### src/hdl/u8vd_pkg.sv
// u8vd_pkg: shared types, status codes and the second-byte check used by the
// UTF-8 validating decoder. No dependencies; compile first.

package u8vd_pkg;

    localparam int BYTE_W  = 8;
    localparam int CP_W    = 21;
    localparam int TAKEN_W = 3;
    localparam int STAT_W  = 4;

    typedef enum logic [STAT_W-1:0] {
        ST_OK              = 4'd0,
        ST_TRUNC           = 4'd1,
        ST_OVERLONG_LEAD   = 4'd2,
        ST_BEYOND_LEAD     = 4'd3,
        ST_STRAY_LEAD      = 4'd4,
        ST_OVERLONG_SECOND = 4'd5,
        ST_SURROGATE       = 4'd6,
        ST_BEYOND_SECOND   = 4'd7,
        ST_BAD_CONT        = 4'd8
    } status_t;

    localparam logic [BYTE_W-1:0] LEAD_E0 = 8'hE0;
    localparam logic [BYTE_W-1:0] LEAD_ED = 8'hED;
    localparam logic [BYTE_W-1:0] LEAD_F0 = 8'hF0;
    localparam logic [BYTE_W-1:0] LEAD_F4 = 8'hF4;

    // Decoder state carried between beats; expected_length of zero means idle.
    typedef struct packed {
        logic [2:0]        expected_length;
        logic [1:0]        bytes_received;
        logic [BYTE_W-1:0] lead_value;
        logic [CP_W-1:0]   partial_code;
        status_t           held_error;
    } dec_state_t;

    localparam dec_state_t STATE_IDLE = '{
        expected_length: 3'd0,
        bytes_received:  2'd0,
        lead_value:      '0,
        partial_code:    '0,
        held_error:      ST_OK
    };

    // One step's result.
    typedef struct packed {
        logic                emit;
        logic [CP_W-1:0]     code_point;
        logic [TAKEN_W-1:0]  bytes_taken;
        status_t             status;
    } step_result_t;

    // Classify the second byte of a sequence against its lead byte.
    function automatic status_t check_second(input logic [BYTE_W-1:0] lead,
                                             input logic [BYTE_W-1:0] c);
        status_t st;
        st = ST_BAD_CONT;
        unique case (lead)
            LEAD_E0:
            begin
                case (c) inside
                    [8'hA0:8'hBF]: st = ST_OK;
                    [8'h80:8'h9F]: st = ST_OVERLONG_SECOND;
                    default:       st = ST_BAD_CONT;
                endcase
            end
            LEAD_ED:
            begin
                case (c) inside
                    [8'h80:8'h9F]: st = ST_OK;
                    [8'hA0:8'hBF]: st = ST_SURROGATE;
                    default:       st = ST_BAD_CONT;
                endcase
            end
            LEAD_F0:
            begin
                case (c) inside
                    [8'h90:8'hBF]: st = ST_OK;
                    [8'h80:8'h8F]: st = ST_OVERLONG_SECOND;
                    default:       st = ST_BAD_CONT;
                endcase
            end
            LEAD_F4:
            begin
                case (c) inside
                    [8'h80:8'h8F]: st = ST_OK;
                    [8'h90:8'hBF]: st = ST_BEYOND_SECOND;
                    default:       st = ST_BAD_CONT;
                endcase
            end
            default:
            begin
                case (c) inside
                    [8'h80:8'hBF]: st = ST_OK;
                    default:       st = ST_BAD_CONT;
                endcase
            end
        endcase
        return st;
    endfunction

endpackage

### src/hdl/u8vd_byte_if.sv
// u8vd_byte_if: valid/ready channel carrying one input byte per beat.
// Depends on u8vd_pkg for widths.

interface u8vd_byte_if;
    logic                        valid;
    logic                        ready;
    logic [u8vd_pkg::BYTE_W-1:0] data_byte;
    logic                        last_byte;

    modport source (output valid, output data_byte, output last_byte, input ready);
    modport sink   (input valid, input data_byte, input last_byte, output ready);
endinterface

### src/hdl/u8vd_result_if.sv
// u8vd_result_if: valid/ready channel carrying one decode result per beat.
// Depends on u8vd_pkg for widths.

interface u8vd_result_if;
    logic                         valid;
    logic                         ready;
    logic [u8vd_pkg::CP_W-1:0]    code_point;
    logic [u8vd_pkg::TAKEN_W-1:0] bytes_taken;
    logic [u8vd_pkg::STAT_W-1:0]  status;

    modport source (output valid, output code_point, output bytes_taken, output status,
                    input ready);
    modport sink   (input valid, input code_point, input bytes_taken, input status,
                    output ready);
endinterface

### src/hdl/u8vd_step.sv
// u8vd_step: combinational decode of one byte against the current sequence state.
// Depends on u8vd_pkg.

module u8vd_step
(
    input  u8vd_pkg::dec_state_t         state,
    input  logic [u8vd_pkg::BYTE_W-1:0]  data_byte,
    input  logic                         last_byte,
    output u8vd_pkg::dec_state_t         state_next,
    output u8vd_pkg::step_result_t       result
);

    logic [2:0]                   lead_len;
    u8vd_pkg::status_t            lead_err;
    logic [2:0]                   n;
    u8vd_pkg::status_t            cont_err;
    u8vd_pkg::status_t            held_next;
    logic [u8vd_pkg::CP_W-1:0]    lead_bits;
    logic [u8vd_pkg::CP_W-1:0]    code_next;

    // Lead byte classification
    always_comb
    begin
        lead_len  = 3'd0;
        lead_err  = u8vd_pkg::ST_OK;
        lead_bits = '0;
        unique case (data_byte) inside
            [8'h00:8'h7F]: lead_len = 3'd1;
            [8'h80:8'hBF]: lead_err = u8vd_pkg::ST_STRAY_LEAD;
            [8'hC0:8'hC1]: lead_err = u8vd_pkg::ST_OVERLONG_LEAD;
            [8'hC2:8'hDF]:
            begin
                lead_len  = 3'd2;
                lead_bits = {16'd0, data_byte[4:0]};
            end
            [8'hE0:8'hEF]:
            begin
                lead_len  = 3'd3;
                lead_bits = {17'd0, data_byte[3:0]};
            end
            [8'hF0:8'hF4]:
            begin
                lead_len  = 3'd4;
                lead_bits = {18'd0, data_byte[2:0]};
            end
            default:       lead_err = u8vd_pkg::ST_BEYOND_LEAD;
        endcase
    end

    // Continuation byte checks; keep only the first error of the sequence
    always_comb
    begin
        n = {1'b0, state.bytes_received} + 3'd1;
        if (n == 3'd2)
            cont_err = u8vd_pkg::check_second(state.lead_value, data_byte);
        else if (data_byte[7:6] == 2'b10)
            cont_err = u8vd_pkg::ST_OK;
        else
            cont_err = u8vd_pkg::ST_BAD_CONT;
        held_next = (state.held_error == u8vd_pkg::ST_OK) ? cont_err : state.held_error;
        code_next = {state.partial_code[u8vd_pkg::CP_W-7:0], data_byte[5:0]};
    end

    always_comb
    begin
        state_next         = state;
        result.emit        = 1'b0;
        result.code_point  = '0;
        result.bytes_taken = 3'd1;
        result.status      = u8vd_pkg::ST_OK;
        if (state.expected_length == 3'd0)
        begin
            if (lead_len == 3'd1)
            begin
                result.emit       = 1'b1;
                result.code_point = {13'd0, data_byte};
            end
            else if (lead_len == 3'd0)
            begin
                result.emit   = 1'b1;
                result.status = lead_err;
            end
            else if (last_byte)
            begin
                result.emit   = 1'b1;
                result.status = u8vd_pkg::ST_TRUNC;
            end
            else
            begin
                state_next.expected_length = lead_len;
                state_next.bytes_received  = 2'd1;
                state_next.lead_value      = data_byte;
                state_next.partial_code    = lead_bits;
                state_next.held_error      = u8vd_pkg::ST_OK;
            end
        end
        else
        begin
            result.bytes_taken = n;
            if (n >= state.expected_length)
            begin
                result.emit   = 1'b1;
                result.status = held_next;
                if (held_next == u8vd_pkg::ST_OK)
                    result.code_point = code_next;
            end
            else if (last_byte)
            begin
                result.emit   = 1'b1;
                result.status = u8vd_pkg::ST_TRUNC;
            end
            else
            begin
                state_next.bytes_received = n[1:0];
                state_next.partial_code   = code_next;
                state_next.held_error     = held_next;
            end
        end
        // Every result returns the decoder to idle
        if (result.emit)
            state_next = u8vd_pkg::STATE_IDLE;
    end

endmodule

### src/hdl/utf8_validating_decoder.sv
// utf8_validating_decoder: top level; input register, decode step, result register.
// Depends on u8vd_pkg, u8vd_byte_if, u8vd_result_if and u8vd_step.
//
// Usage:
//   byte_stream carries one UTF-8 byte per beat, with last_byte set on the
//   final byte of a string. result_stream carries one beat per finished
//   sequence or per error: the code point (zero unless status is ok), the
//   number of bytes that the beat covers, and the status code. Bytes that
//   open or continue a sequence produce no result beat.
//   Path: an accepted byte is held in the input register, and its result is
//   registered in the result register before it appears on result_stream.
//   Throughput: one byte per cycle while no stall holds the input; the decode
//   step is a single pass of range compares and a 6-bit shift-accumulate
//   between the input register and the result register.
//   Stall: the result register holds its beat while result_stream.ready is
//   low; the input register then holds its byte and byte_stream.ready drops
//   once that register is occupied. No beat is lost or repeated.
//   Reset: rst_n low clears both valid flags and returns the decoder to
//   idle with no sequence open and no error held.

module utf8_validating_decoder
(
    input  logic                 clk,
    input  logic                 rst_n,
    u8vd_byte_if.sink            byte_stream,
    u8vd_result_if.source        result_stream
);

    // Input register
    logic                         in_valid_reg;
    logic                         in_valid_next;
    logic [u8vd_pkg::BYTE_W-1:0]  in_byte_reg;
    logic                         in_last_reg;

    // Sequence state
    u8vd_pkg::dec_state_t         state_reg;
    u8vd_pkg::dec_state_t         state_next;

    // Result register
    logic                         out_valid_reg;
    logic                         out_valid_next;
    u8vd_pkg::step_result_t       out_reg;

    u8vd_pkg::step_result_t       step_res;
    logic                         advance;
    logic                         in_take;

    // Advance the held byte whenever the result register can take a beat.
    assign advance = in_valid_reg && (!out_valid_reg || result_stream.ready);
    assign byte_stream.ready = !in_valid_reg || advance;
    assign in_take = byte_stream.valid && byte_stream.ready;

    u8vd_step u_step
    (
        .state      (state_reg),
        .data_byte  (in_byte_reg),
        .last_byte  (in_last_reg),
        .state_next (state_next),
        .result     (step_res)
    );

    always_comb
    begin
        if (in_take)
            in_valid_next = 1'b1;
        else if (advance)
            in_valid_next = 1'b0;
        else
            in_valid_next = in_valid_reg;

        if (advance)
            out_valid_next = step_res.emit;
        else if (result_stream.ready)
            out_valid_next = 1'b0;
        else
            out_valid_next = out_valid_reg;
    end

    always_ff @(posedge clk or negedge rst_n)
    begin
        if (!rst_n)
        begin
            in_valid_reg  <= 1'b0;
            out_valid_reg <= 1'b0;
            state_reg     <= u8vd_pkg::STATE_IDLE;
        end
        else
        begin
            in_valid_reg  <= in_valid_next;
            out_valid_reg <= out_valid_next;
            if (advance)
                state_reg <= state_next;
        end
    end

    // Payload registers: load on a beat, hold otherwise
    always_ff @(posedge clk)
    begin
        if (in_take)
        begin
            in_byte_reg <= byte_stream.data_byte;
            in_last_reg <= byte_stream.last_byte;
        end
        if (advance && step_res.emit)
            out_reg <= step_res;
    end

    assign result_stream.valid       = out_valid_reg;
    assign result_stream.code_point  = out_reg.code_point;
    assign result_stream.bytes_taken = out_reg.bytes_taken;
    assign result_stream.status      = out_reg.status;

endmodule
### src/flat_wrapper.sv
// flat-port wrapper written by rule: the top's interface ports become plain ports
module utf8_validating_decoder_flat 
  (clk, rst_n, byte_stream_valid, byte_stream_data_byte, byte_stream_last_byte, byte_stream_ready, result_stream_valid, result_stream_code_point, result_stream_bytes_taken, result_stream_status, result_stream_ready);
  u8vd_byte_if byte_stream_i ();
  u8vd_result_if result_stream_i ();
  input  logic clk;
  input  logic rst_n;
  input wire logic [$bits(byte_stream_i.valid)-1:0] byte_stream_valid;
  input wire logic [$bits(byte_stream_i.data_byte)-1:0] byte_stream_data_byte;
  input wire logic [$bits(byte_stream_i.last_byte)-1:0] byte_stream_last_byte;
  output wire logic [$bits(byte_stream_i.ready)-1:0] byte_stream_ready;
  output wire logic [$bits(result_stream_i.valid)-1:0] result_stream_valid;
  output wire logic [$bits(result_stream_i.code_point)-1:0] result_stream_code_point;
  output wire logic [$bits(result_stream_i.bytes_taken)-1:0] result_stream_bytes_taken;
  output wire logic [$bits(result_stream_i.status)-1:0] result_stream_status;
  input wire logic [$bits(result_stream_i.ready)-1:0] result_stream_ready;
  assign byte_stream_i.valid = byte_stream_valid;
  assign byte_stream_i.data_byte = byte_stream_data_byte;
  assign byte_stream_i.last_byte = byte_stream_last_byte;
  assign byte_stream_ready = byte_stream_i.ready;
  assign result_stream_valid = result_stream_i.valid;
  assign result_stream_code_point = result_stream_i.code_point;
  assign result_stream_bytes_taken = result_stream_i.bytes_taken;
  assign result_stream_status = result_stream_i.status;
  assign result_stream_i.ready = result_stream_ready;
  utf8_validating_decoder u_core (.clk(clk), .rst_n(rst_n), .byte_stream(byte_stream_i), .result_stream(result_stream_i));
endmodule
### config.mk
export PLATFORM = sky130hd
export DESIGN_NAME = utf8_validating_decoder_flat
export DESIGN_NICKNAME = d
export VERILOG_FILES = /design/src/hdl/u8vd_pkg.sv /design/src/hdl/u8vd_byte_if.sv /design/src/hdl/u8vd_result_if.sv /design/src/hdl/u8vd_step.sv /design/src/hdl/utf8_validating_decoder.sv /design/src/flat_wrapper.sv
export SDC_FILE = /design/constraint.sdc
export NUM_CORES = 1
export LEC_CHECK = 0
export BUFFER_PORTS_ARGS = -buffer_cell sky130_fd_sc_hd__clkbuf_2
export CORE_ASPECT_RATIO = 1.75
export CORE_MARGIN = 4
export CORE_UTILIZATION = 42
export DETAILED_ROUTE_END_ITERATION = 8
export GPL_TIMING_DRIVEN = 0
export PLACE_DENSITY = 0.73
export SYNTH_ARGS = -nofsm -noshare
export SYNTH_HDL_FRONTEND = slang
export SYNTH_HIERARCHICAL = 1
export SYNTH_SLANG_ARGS = --single-unit
export TNS_END_PERCENT = 20
### constraint.sdc
create_clock -name clk -period 3.63 [get_ports clk]
set_input_delay 0.726 -clock clk [delete_from_list [all_inputs] [get_ports clk]]
set_output_delay 0.726 -clock clk [all_outputs]
set_load 0.005 [all_outputs]
# Yosys cells after proc, flatten, opt, wreduce, memory -nomap -nowiden
# Index checks and enable logic that the tools add are counted.
dict set report totals {
  regBits 71
  inputBits 13
  elab_cells 117
}
dict set report classes {
  n_addsub 1
  magnitude_cmp 17
  n_eq_ne 15
  mux 45
  reduce_logical 27
}
# operator count
set op_table {}
lappend op_table {{2-to-1 mux 38 bit} 4}
lappend op_table {{2-to-1 mux 25 bit} 3}
lappend op_table {{2-to-1 mux 4 bit} 16}
lappend op_table {{>= comparator 8 bit (second input constant)} 7}
lappend op_table {{<= comparator 8 bit (second input constant)} 7}
lappend op_table {{2-to-1 mux 21 bit} 2}
lappend op_table {{equality test 8 bit (second input constant)} 4}
lappend op_table {{2-to-1 mux 22 bit} 1}
lappend op_table {{2-to-1 mux 8 bit} 2}
lappend op_table {{one-hot mux 4 bit (4 select lines)} 1}
lappend op_table {{one-hot mux 5 bit (3 select lines)} 1}
lappend op_table {{logical AND 1 bit} 13}
lappend op_table {{one-hot mux 3 bit (4 select lines)} 1}
lappend op_table {{2-to-1 mux 1 bit} 9}
lappend op_table {{!= test 3 x 2 -> 1 bit (second input constant)} 3}
lappend op_table {{one-hot mux 3 bit (3 select lines)} 1}
lappend op_table {{>= comparator 8 x 1 -> 1 bit (second input constant)} 1}
lappend op_table {{<= comparator 8 x 7 -> 1 bit (second input constant)} 1}
lappend op_table {{logical NOT 4 bit} 2}
lappend op_table {{logical NOT 3 bit} 2}
lappend op_table {{2-to-1 mux 2 bit} 3}
lappend op_table {{!= test 3 bit (second input constant)} 2}
lappend op_table {{AND reduction 6 bit} 1}
lappend op_table {{nonzero test 2 bit} 3}
lappend op_table {{other kinds (12)} 15}

# Logic depth before layout (Yosys ltp)
# Gate-level depths: netlist of the first run.
dict set report logic_depth {
  ltp_word 13
  mapped_depth 11
  mapped_depth_nobuf 10
}

# By module
# The synthesis of the first run kept the hierarchy.
# module instances cells_each area_per_inst_um2 seq_area_each_um2
set by_module_without_submodules {}
lappend by_module_without_submodules {utf8_validating_decoder 1 128 2708.8 2112.0}
lappend by_module_without_submodules {u8vd_step 1 164 1074.8 0.0}

# Least setup slack after synthesis of the first run
# No wires, ideal clock.
dict set report synth_path {
  path_kind {register to register}
  startpoint {register u_core/state_reg[33] (netlist bit)}
  endpoint {register u_core.out_reg (netlist bit u_core/result_stream.bytes_taken[0]), enable pin}
  setup_time_ns 0.413
  arrival_time_ns 2.889
  slack_ns 0.328
  stages_incl_launch_ff 11
  period_less_slack_ns 3.302
  cell_sequence {dfrtp_1 -> ha_1 -> inv_1 -> ha_1 -> nand2_1 -> o21ai_0 -> nor3_1 -> clkbuf_1 -> nor2_1 -> nand2_1 -> nor2_1}
}
# item line
set synth_rtl {}
lappend synth_rtl {{start, declared} utf8_validating_decoder.sv:36} ;# u8vd_pkg::dec_state_t state_reg;
lappend synth_rtl {{start signal, assigned} utf8_validating_decoder.sv:85} ;# state_reg <= u8vd_pkg::STATE_IDLE;
lappend synth_rtl {{start signal, assigned} utf8_validating_decoder.sv:92} ;# state_reg <= state_next;
lappend synth_rtl {{end signal, assigned} utf8_validating_decoder.sv:105} ;# out_reg <= step_res;
lappend synth_rtl {{end, declared} utf8_validating_decoder.sv:42} ;# u8vd_pkg::step_result_t out_reg;

==> results.json, run 1 <==
{
  "grt_setup_unrepaired": "false",
  "layout_common_cells": "42 x clkbuf_2, 37 x edfxtp_1, 34 x dfrtp_1",
  "postSynthAreaPerCell_um2": 12.8,
  "ioPinCount": 43,
  "grt-ovfl-total": 0,
  "postCtsHoldBufs": 0,
  "p_int_mw": 1.56,
  "met3_length_um": 363,
  "vias": 2351,
  "fmax_mhz": 344,
  "core.rowCount": 43,
  "ctsRootBufferMaster": "clkbuf_16",
  "die_w_um": 77.1,
  "drt_pre_antenna_iters": 4,
  "slew_violations": 0,
  "pwr-share-seq_pct": 45.9,
  "cp-endpoint": "u_core/result_stream.status[2]",
  "p_sw_share_pct": 24.0,
  "p_clk_share_pct": 42.6,
  "required_ns": 3.66,
  "areaGrowthSynthToFinish_pct": 18.3,
  "grt_pass1_wl_um": 12000,
  "multi_input_area_um2": 1390,
  "wl_met1_um": 2890,
  "critPathLaunch": "u_core/state_reg[33]",
  "timing.rr.end": "u_core/result_stream.status[2]",
  "antenna_found_initial": 0,
  "reg2reg_depth": 11,
  "viasPerCell": 5.56,
  "hold_violations": 0,
  "drt_wl_total_um": 7180,
  "layout_commonest_cell": "clkbuf_2",
  "worstReg2RegStart": "u_core/state_reg[33]",
  "highest_layer": "met4",
  "wl_per_cell_um": 17.0,
  "yosysWarningCount": 6,
  "clock_latency_ns": 0.33,
  "period_needed_ns": 2.91,
  "start_util_pct": 43.8,
  "syn_area_um2": 3510,
  "outcome": "complete, no violations",
  "grt_pass1_vias": 2386,
  "setup_viol": 0,
  "coreArea_um2": 8020,
  "crit_path_end_kind": "flip-flop",
  "path_class": "flip-flop to flip-flop",
  "n_antenna_cell": 0,
  "tightest_slew_ns": 0.922,
  "route.met2.wl_um": 3730,
  "synth_nets": 293,
  "fin_area_um2": 4150,
  "fin_skew_ns": 0.00759,
  "holdWs_ns": 0.516,
  "power.total_mw": 2.05,
  "numCtsBuffers": 9,
  "leakage_nw": 1.82,
  "cp.arrival_ns": 2.94,
  "maxCapViolations": 0,
  "cts_tree": "yes",
  "clkTransAtPathRegs_ns": 0.06,
  "startpoint_type": "flip-flop",
  "clock_path_buffers": 2,
  "cts_setup_buffers": 0,
  "largest_register_ffs": 32,
  "powerDensity_nw_per_um2": 493,
  "slew_headroom_pct": 38.6,
  "seq_area_um2": 1960,
  "chipHeight_um": 129,
  "drive_gt1_share_pct": 32.4,
  "vdd_drop_max_uv": 277,
  "fillers": 694,
  "track_usage_pct": 15.6,
  "pwr-share-comb_pct": 11.5,
  "r2r_setup_slack_ns": 0.72,
  "cp_max_fo": 21,
  "drt-initial-drc-count": 198,
  "fin_crit_sh_pct": 80.2,
  "gp_congestion": 0.960,
  "dpl_cell_area_um2": 3850,
  "portBuffers": 42,
  "final_nets": 347,
  "tns_ns": 0,
  "cts_resized": 0,
  "hold_class": "flip-flop to flip-flop",
  "drc_errors": 0,
  "fin_util_pct": 51.8,
  "htreeDepth": 3,
  "grt_max_degree": 35,
  "dp_hpwl_um": 5120,
  "postRouteAntennaNets": 0,
  "p_switching_mw": 0.491,
  "die-area_um2": 9940,
  "synthesis.instances": 274,
  "cts_sinks": 71
}
==> final cells by class <==
class	instances	share of cell area [%]
Buffer	18	2.65
Clock buffer	11	5.85
Clock inverter	5	1.42
Inverter	13	1.18
Multi-Input combinational cell	172	33.5
Sequential cell	71	47.3
Tap cell	90	2.71
Timing Repair Buffer	43	5.42
==> metrics by stage <==
stage	worst slack [ns]	instances
3_5_place_dp	0.743	407
3_3_place_gp	-0.342	406
2_1_floorplan	0.384	274
4_1_cts	0.708	423
6_report	0.720	423
5_1_grt	0.480	423
==> worst max-delay path, stage by stage, from the launching register on <==
cell      delay (ns)
dfrtp_1         0.44
ha_1            0.35
inv_1           0.05
ha_1            0.26
nand2_1         0.06
o21ai_0         0.20
nor3_1          0.14
clkbuf_1        0.22
nor2_1          0.12
nand2_1         0.09
nor2_2          0.40
buf_8           0.26
==> worst min path at each step <==
stage	from	slack (ns)	to	cells past startpoint
6_report	u_core/state_reg[18]	0.52	u_core/state_reg[18]	1
5_1_grt	u_core/state_reg[31]	0.54	u_core/state_reg[31]	1
4_1_cts	u_core/state_reg[15]	0.52	u_core/state_reg[15]	1
3_5_place_dp	u_core/state_reg[13]	0.49	u_core/state_reg[13]	1
3_3_place_gp	u_core/state_reg[14]	0.49	u_core/state_reg[14]	1
2_1_floorplan	rst_n	0.43	u_core/in_valid_reg	0
==> per-layer routing <==
| metal | track usage [%] | vias up |
|---|---|---|
| li1 | - | 1124 |
| met1 | 18.0 | 1133 |
| met2 | 27.2 | 80 |
| met3 | 3.57 | 14 |
| met4 | 7.86 | 0 |
| met5 | 0 | - |
==> power by group through the flow <==
stage | registers, mW | logic [mW] | clock network, mW
final | 0.941 | 0.236 | 0.871
after floorplan | 0.953 | 0.146 | 0
after CTS | 0.941 | 0.237 | 0.892
after detailed placement | 0.956 | 0.236 | 0
after global placement | 0.956 | 0.227 | 0
after global routing | 0.946 | 0.260 | 0.921
No activity file was read; power rests on OpenSTA's default activity.
==> inputs of run 2 (changes only) <==
--- a/config.mk
+++ b/config.mk
@@ -11,7 +11,7 @@
 export CORE_UTILIZATION = 42
 export DETAILED_ROUTE_END_ITERATION = 8
 export GPL_TIMING_DRIVEN = 0
-export PLACE_DENSITY = 0.73
+export PLACE_DENSITY = 0.75
 export SYNTH_ARGS = -nofsm -noshare
 export SYNTH_HDL_FRONTEND = slang
 export SYNTH_HIERARCHICAL = 1
==> constraint.sdc (replaced) <==
create_clock -name clk -period 2.4 [get_ports clk]
set_input_delay 0.48 -clock clk [delete_from_list [all_inputs] [get_ports clk]]
set_output_delay 0.48 -clock clk [all_outputs]
set_load 0.005 [all_outputs]
==> results.json, run 2 (synthesis gave the netlist of run 1 again) <==
{
  "htreeDepth": 3,
  "vdd_drop_max_uv": 476,
  "core.rowCount": 43,
  "crit_buf_inv": 3,
  "fin_skew_ns": 0.00861,
  "postCtsHoldBufs": 0,
  "crit_chain": "ha_4, inv_2, ha_4, nand2_2, o21ai_4, nor3_4, buf_2, nor2_2, nand2_4, nor2_4, buf_4",
  "chipHeight_um": 129,
  "cts_sinks": 71,
  "critPathMaxStageDelay_ns": 0.45,
  "grt_pass1_wl_um": 12200,
  "postRouteAntennaNets": 0,
  "fin_util_pct": 54.5,
  "setup_viol": 0,
  "ctsRootBufferMaster": "clkbuf_16",
  "crit_path_end_kind": "flip-flop",
  "vias": 2431,
  "numCtsBuffers": 9,
  "slew_headroom_pct": 40.8,
  "layout_commonest_cell": "clkbuf_2",
  "die_w_um": 77.1,
  "drt_wl_total_um": 7490,
  "cpMostUsedCell": "ha_4",
  "start_util_pct": 43.8,
  "powerDensity_nw_per_um2": 752,
  "startpoint_type": "flip-flop",
  "hold_violations": 0,
  "track_usage_pct": 16.1,
  "fin_crit_sh_pct": 98.1,
  "cp.arrival_ns": 2.40,
  "dp_hpwl_um": 5120,
  "antenna_found_initial": 0,
  "required_ns": 2.45,
  "path_class": "flip-flop to flip-flop",
  "cpLargestDelayFamily": "adder cells",
  "holdWs_ns": 0.256,
  "coreArea_um2": 8020,
  "clkTransAtPathRegs_ns": 0.06,
  "portBuffers": 42,
  "drt-initial-drc-count": 164,
  "cp_max_fo": 7,
  "drt_pre_antenna_iters": 5,
  "gp_congestion": 0.928,
  "clock_path_buffers": 2,
  "drive_gt1_share_pct": 39.3,
  "die-area_um2": 9940,
  "cts_tree": "yes",
  "outcome": "complete, no violations",
  "leakage_nw": 1.91,
  "viasPerCell": 5.64,
  "wl_per_cell_um": 17.4,
  "maxCapViolations": 0,
  "grt-ovfl-total": 0,
  "clock_latency_ns": 0.34,
  "tightest_slew_ns": 0.889,
  "grt_pass1_vias": 2460,
  "slowest_stage": "dfrtp_2",
  "layout_common_cells": "43 x clkbuf_2, 37 x edfxtp_1, 33 x dfrtp_1",
  "final_nets": 355,
  "fmax_mhz": 425,
  "period_needed_ns": 2.35,
  "fillers": 685,
  "n_antenna_cell": 0,
  "areaGrowthSynthToFinish_pct": 24.5,
  "largest_register_ffs": 32,
  "drc_errors": 0,
  "grt_max_degree": 35,
  "slew_violations": 0,
  "ioPinCount": 43,
  "hold_class": "input pin to async pin"
}
run 2: cell count changes in the layout (fill, tap and decap cells not counted), moves of 2 or more:
cell	before	now
buf_4	0	8
clkbuf_1	10	5
clkinvlp_4	2	0
ha_1	6	3
ha_4	0	3
inv_6	0	4
nand2_1	10	8
nor2_4	0	2
run 2: path summary, 6_finish.rpt:
kind | slack (ns) | endpoint | start | cells past startpoint
worst max-delay path | 0.05 | u_core/result_stream.code_point[6] | u_core/state_reg[33] | 11
worst min-delay path | 0.26 | u_core/state_reg[2] | rst_n | 1
worst max register to register | 0.05 | u_core/result_stream.code_point[6] | u_core/state_reg[33] | 11
worst min register to register | 0.51 | u_core/state_reg[15] | u_core/state_reg[15] | 1
max in group asynchronous | 1.54 | u_core/state_reg[33] | rst_n | 1
min in group clk | 0.32 | u_core/in_byte_reg[1] | byte_stream_data_byte[1] | 1
run 2: layout make-up:
class	instances	area (µm²)	share of cell area, %
clock inverter	7	100	2.29
tap	90	113	2.58
timing repair buffer	51	290	6.65
sequential	71	1960	44.9
multi-input combinational	173	1510	34.5
buffer	17	119	2.72
clock buffer	9	225	5.16
inverter	13	48.8	1.12
run 2: routing by layer:
metal	part of all wire [%]	global-route usage, %	wire length (µm)	vias to the layer above
li1	-	-	-	1145
met1	40	17.2	2960	1191
met2	52	28.1	3890	80
met3	5.1	3.50	383	15
met4	3.5	10.9	259	0
met5	0	0	0	-
run 2: through the flow:
step	cells	cell area, µm²	TNS [ns]	power [mW]	worst slack [ns]
floorplan	274	3550	-0.613	1.67	-0.0219
global placement	406	3880	-11.12	1.80	-0.330
detailed placement	406	3880	-13.35	1.81	-0.379
CTS	426	4280	0	3.29	0.00814
global route	431	4370	-0.846	3.40	-0.0420
finish	431	4370	0	3.28	0.0451
run 2: report_power, final:
group          total (mW)  internal (mW)  leakage, nW  switching [mW]
clock                1.45          0.922        0.161           0.524
combinational       0.417          0.183        0.927           0.234
sequential           1.42           1.37        0.825          0.0470
run 2: repair_timing:
item                                    CTS  global route
pin swaps                                 3             1
endpoints found under the setup margin   52            43
hold endpoints to repair                  0             0
buffers inserted                          4             5
resized for setup                         8            15
cloned                                    1             0
